`config.mk`:
```
export PLATFORM = sky130hd
export DESIGN_NAME = ctf_vec_mem
export DESIGN_NICKNAME = d
export VERILOG_FILES = /design/src/rtl/core/ctf_pkg.sv /design/src/rtl/core/ctf_vec_mem.sv
export SDC_FILE = /design/constraint.sdc
export NUM_CORES = 2
export LEC_CHECK = 0
export BUFFER_PORTS_ARGS = -buffer_cell sky130_fd_sc_hd__buf_2
export CAP_MARGIN = 20
export CORE_ASPECT_RATIO = 1.25
export CORE_MARGIN = 5
export CORE_UTILIZATION = 56
export CTS_CLUSTER_DIAMETER = 30
export DETAILED_ROUTE_END_ITERATION = 8
export PLACE_DENSITY = 0.72
export SYNTH_ARGS = -nofsm -noshare
export SYNTH_HDL_FRONTEND = slang
export SYNTH_SLANG_ARGS = --single-unit
```
`constraint.sdc`:
```
create_clock -name clk -period 12.12 [get_ports clk]
set_input_delay 2.424 -clock clk [delete_from_list [all_inputs] [get_ports clk]]
set_output_delay 2.424 -clock clk [all_outputs]
set_load 0.02 [all_outputs]
```
`src/rtl/core/ctf_pkg.sv`:
```
`timescale 1ns / 1ps
// ----------------------------------------------------------------------------
// ctf_pkg
// Shared types, constants and helpers of the coplanar triple finder: sizes of
// the vector store, command codes, the stored vector and the sequencer states.
// ----------------------------------------------------------------------------
package ctf_pkg;

	// Store capacity and coordinate width
	localparam int MAX_VECTORS = 64;
	localparam int COORD_WIDTH = 16;
	localparam int IN_COORD_W  = 16;
	localparam int EFF_W       = (COORD_WIDTH < IN_COORD_W) ? COORD_WIDTH : IN_COORD_W;

	// Index and count widths
	localparam int IDX_W      = $clog2(MAX_VECTORS);
	localparam int CNT_W      = $clog2(MAX_VECTORS + 1);
	localparam int OUT_IDX_W  = 6;
	localparam int IDX_EXT_W  = (IDX_W > OUT_IDX_W) ? IDX_W : OUT_IDX_W;

	// Determinant widths: cofactor, term, full sum
	localparam int COF_W  = 2 * EFF_W + 1;
	localparam int TERM_W = 3 * EFF_W + 1;
	localparam int DET_W  = 3 * EFF_W + 3;

	// Command codes carried on tuser of the input stream
	typedef enum logic [1:0] {
		CMD_LOAD    = 2'd0,
		CMD_ADVANCE = 2'd1,
		CMD_CLEAR   = 2'd2
	} cmd_e_t;

	// One stored vector
	typedef struct packed {
		logic signed [EFF_W-1:0] z;
		logic signed [EFF_W-1:0] y;
		logic signed [EFF_W-1:0] x;
	} vec_t;

	// Three vectors handed to the determinant unit
	typedef struct packed {
		vec_t c;
		vec_t b;
		vec_t a;
	} triple_t;

	// Sequencer states
	typedef enum logic [5:0] {
		ST_IDLE = 6'b000001,
		ST_RD_B = 6'b000010,
		ST_RD_C = 6'b000100,
		ST_CAP  = 6'b001000,
		ST_CALC = 6'b010000,
		ST_EMIT = 6'b100000
	} state_t;

	// Map a store index onto the 6-bit result field
	function automatic logic [OUT_IDX_W-1:0] to_out_idx(input logic [IDX_W-1:0] v);
		logic [IDX_EXT_W-1:0] t;
		t = IDX_EXT_W'(v);
		return t[OUT_IDX_W-1:0];
	endfunction

endpackage

```
`src/rtl/core/ctf_vec_mem.sv`:
```
`timescale 1ns / 1ps
// ----------------------------------------------------------------------------
// ctf_vec_mem
// Vector store: one write port and one read port, read data registered, so a
// read address given in one cycle returns its entry in the next.
// ----------------------------------------------------------------------------
module ctf_vec_mem (
	input  logic                       clk,
	input  logic                       wr_en,
	input  logic [ctf_pkg::IDX_W-1:0]  wr_addr,
	input  ctf_pkg::vec_t              wr_data,
	input  logic [ctf_pkg::IDX_W-1:0]  rd_addr,
	output ctf_pkg::vec_t              rd_data
);
	import ctf_pkg::*;

	vec_t mem_q [MAX_VECTORS];

	// Write one entry per transaction
	always_ff @(posedge clk) begin
		if (wr_en) begin
			mem_q[wr_addr] <= wr_data;
		end
	end

	// Registered read
	always_ff @(posedge clk) begin
		rd_data <= mem_q[rd_addr];
	end

endmodule

```
==> impl_results.md <==
- Number of enable flip-flop cells after synthesis: 3072
- Proportion of synthesized chip area in sequential cells: 79.59%
- Setup skew after layout: 0.1053 ns
- Capturing element type of the critical path: register
- Share of power burned in registers: 45.8%
- First-pass GRT wire length: 446300 µm
- Min-Delay Path Class: reg2reg
- Syn Nets: 5032
- CP Data Arrival Time: 6.08 ns
- Via count of the first global-routing pass: 59.80k
- Post-route setup TNS: 0 ns
- Tot GR Track Use: 29.10%
- Flip-flop cell with the highest count after synthesis: sky130_fd_sc_hd__edfxtp_1
- Top-count cell post-synth: sky130_fd_sc_hd__edfxtp_1
- Final hold violations: 0
- Mean Syn Cell Area: 23.56 µm²
- Final Slew Violations: 0
- Outcome: finished clean
- Gate Count Post-Synth: 4970
- Post-CTS repair timing setup buffer count: 0
- Final nets: 5492
- Total via count in the routed design: 58.42k
- Routed WL: 316100 µm
- Dominant cells by area after synthesis: sky130_fd_sc_hd__edfxtp_1, sky130_fd_sc_hd__mux4_2, sky130_fd_sc_hd__dfxtp_1, sky130_fd_sc_hd__o22ai_1, sky130_fd_sc_hd__a221oi_1
- Maximum number of pins on one net before global-route repair: 115
- Cell Area, Synth: 0.1171 mm²
- Power dissipated by switching net loads: 5562 µW
- Root buffer cell: sky130_fd_sc_hd__clkbuf_16
- Number of unique standard cell types used by synthesis: 36
- TritonCTS clock tree: built
- Average routed wire per standard cell: 36.89 µm
- Number of buffers on the longest clock path: 4
- Combinational share of power: 4.0%
- Power density cells: 191.1 mW/mm²
- Synth top area share: 78.77%
- Setup repair after global routing missed its margin: no
- Worst max-slew margin expressed relative to the limit: 18.95%
- Post-synth top cells: sky130_fd_sc_hd__edfxtp_1, sky130_fd_sc_hd__mux4_2, sky130_fd_sc_hd__nor2_1
- Quantity of I/O buffers inserted on ports: 109
- Worst Setup Start Kind: input pin
- Die Span X: 419.0 µm
- Period utilization: 43.46%
- Number of iterations in the first detailed-routing pass: 5
- Core ar.: 0.2080 mm²
- First DRT Iteration DRCs: 8493
- Routed Antenna Nets: 0
- DP HPWL: 162600 µm
- Max VDD drop: 134.0 µV
- Inserted Clock Buffers: 462
- Area added between synthesis and finish: 17.28%
- Later-pin clock latency in the skew report: 1.03 ns
- Max capacitance violation total: 0
- Count of state elements after synthesis: 3120
- Synth area leader: sky130_fd_sc_hd__edfxtp_1
- Switching share of total power: 21.19%
- Routability congestion estimate: 0.7875
- Clock Power Share: 50.2%
- Depth of the CTS H-tree: 5
- Detail-routed via count per cell: 6.818
- Async set-reset flop share out of synthesis: 0%
- Clock tree sinks: 3120
- Top fanout value on the critical path: 83
- Leakage power summed over all cells: 0.04360 µW
- Number of cells upsized or downsized after cts: 0
- Final Setup Violations: 0
- Height of the chip: 521.3 µm
- Sum of overflow across all layers after global routing: 0
- Hold-fix buffers, CTS: 0
- Setup CP Type: in2reg
- Remaining routing DRC violations: 0
- Worst EP required: 12.93 ns
- Hold_ws: 0.7731 ns
- Number of rows in the core area: 187
- Max Clk Rate: 189.8 MHz
- Effective utilization at floorplan: 56.31%
- Synthesis warning total: 0
- Initial antenna violation count: 28
- Fin crit period: 5.267 ns
- Worst-margin pin slew: 1.216 ns
- Number of top-level pins: 110
- Die area: 0.2184 mm²
- Cell Int Power: 20690 µW
- Ratio of cells with drive above 1 in the final layout: 32.13%
- Clock transition at the registers of the reported paths: 0.06 ns
==> kinds of logic after synthesis <==
logic type / synth area share, %
flip-flops: 79.59
multiplexers: 15.15
AND/OR/NAND/NOR: 0.9572
buffers and inverters: 1.279
AO/OA/AOI/OAI: 3.024
==> cell type report <==
class                      count  area, µm²
clock buffer                 527      12060
antenna                       20      50.05
clock inverter               315       3426
fill                       12460      70650
multi-input combinational   1568      22940
sequential                  3120      93210
tap                         2740       3428
timing repair buffer         278       2235
==> routing by layer <==
layer	vias up	track usage [%]	part of all wire, %
li1	22590	-	-
met1	30790	37.45	34
met2	4193	48.03	50
met3	832	6.850	11
met4	6	12.80	4.8
met5	-	0	0.0089
==> power by group through the flow <==
stage	clock network [µW]	logic [µW]	registers, µW
final	13200	1050	12000
after global routing	13800	1100	12000
after CTS	13300	1030	12000
after detailed placement	0	1020	12200
after global placement	0	1000	12200
after floorplan	0	571	12200
==> registers in the layout, summed over array words and instances (netlist names) <==
signal   count
mem_q     3072
rd_data     48
==> layout by cell type, fill, tap and decap left out, types with 4 or more instances in the layout <==
master,instances
sky130_fd_sc_hd__edfxtp_1,3072
sky130_fd_sc_hd__mux4_2,754
sky130_fd_sc_hd__clkbuf_16,468
sky130_fd_sc_hd__buf_4,140
sky130_fd_sc_hd__o22ai_1,122
sky130_fd_sc_hd__buf_2,106
sky130_fd_sc_hd__a221oi_1,83
sky130_fd_sc_hd__a21oi_1,74
sky130_fd_sc_hd__a22oi_1,72
sky130_fd_sc_hd__nor2_1,68
sky130_fd_sc_hd__clkinv_2,68
sky130_fd_sc_hd__nor2_4,64
sky130_fd_sc_hd__mux2i_1,63
sky130_fd_sc_hd__clkinv_1,61
sky130_fd_sc_hd__a22o_1,57
sky130_fd_sc_hd__bufinv_16,56
sky130_fd_sc_hd__nand2_1,54
sky130_fd_sc_hd__dfxtp_1,48
sky130_fd_sc_hd__clkbuf_1,46
sky130_fd_sc_hd__clkinvlp_4,42
sky130_fd_sc_hd__inv_6,36
sky130_fd_sc_hd__a211oi_1,32
sky130_fd_sc_hd__clkinv_4,32
sky130_fd_sc_hd__o221ai_1,28
sky130_fd_sc_hd__buf_12,27
sky130_fd_sc_hd__diode_2,20
sky130_fd_sc_hd__nor2b_1,19
sky130_fd_sc_hd__clkbuf_8,13
sky130_fd_sc_hd__inv_8,13
sky130_fd_sc_hd__mux2_2,12
sky130_fd_sc_hd__a311oi_1,11
sky130_fd_sc_hd__nand2b_1,8
sky130_fd_sc_hd__nand3_1,7
sky130_fd_sc_hd__clkinv_8,6
sky130_fd_sc_hd__nand3b_1,5
sky130_fd_sc_hd__a31o_2,5
sky130_fd_sc_hd__nor2b_4,4
sky130_fd_sc_hd__or3b_2,4
==> path summary, 6_finish.rpt <==
check	start	end	slack [ns]	cells after the start
min reg2reg	mem_q[58][33]	rd_data[33]	0.77	4
max	rd_addr[0]	rd_data[36]	6.85	8
max reg2reg	mem_q[33][1]	rd_data[1]	9.70	5
min	mem_q[58][33]	rd_data[33]	0.77	4
==> worst max-delay path: stages <==
cell and delay (ns):
sky130_fd_sc_hd__buf_12 0.46, sky130_fd_sc_hd__buf_12 0.53, sky130_fd_sc_hd__buf_4 0.78, sky130_fd_sc_hd__mux4_2 0.60, sky130_fd_sc_hd__mux2_2 0.27, sky130_fd_sc_hd__o22ai_1 0.32
sky130_fd_sc_hd__a31oi_1 0.08, sky130_fd_sc_hd__and3_1 0.20
==> metrics by stage <==
stage / cell area [µm²] / setup slack [ns] / util, % / power [µW] / instances
2_1_floorplan: 117100 / 5.411 / - / 12800 / 4970
3_3_place_gp: 121400 / 5.743 / 58.34 / 13230 / 7684
3_5_place_dp: 121500 / 5.754 / 58.39 / 13250 / 7689
4_1_cts: 136900 / 6.733 / 65.84 / 26330 / 8531
5_1_grt: 137300 / 6.520 / 66.02 / 26940 / 8556
6_report: 137400 / 6.853 / 66.03 / 26250 / 8568
Note: power is estimated with default switching activity, not from simulation.
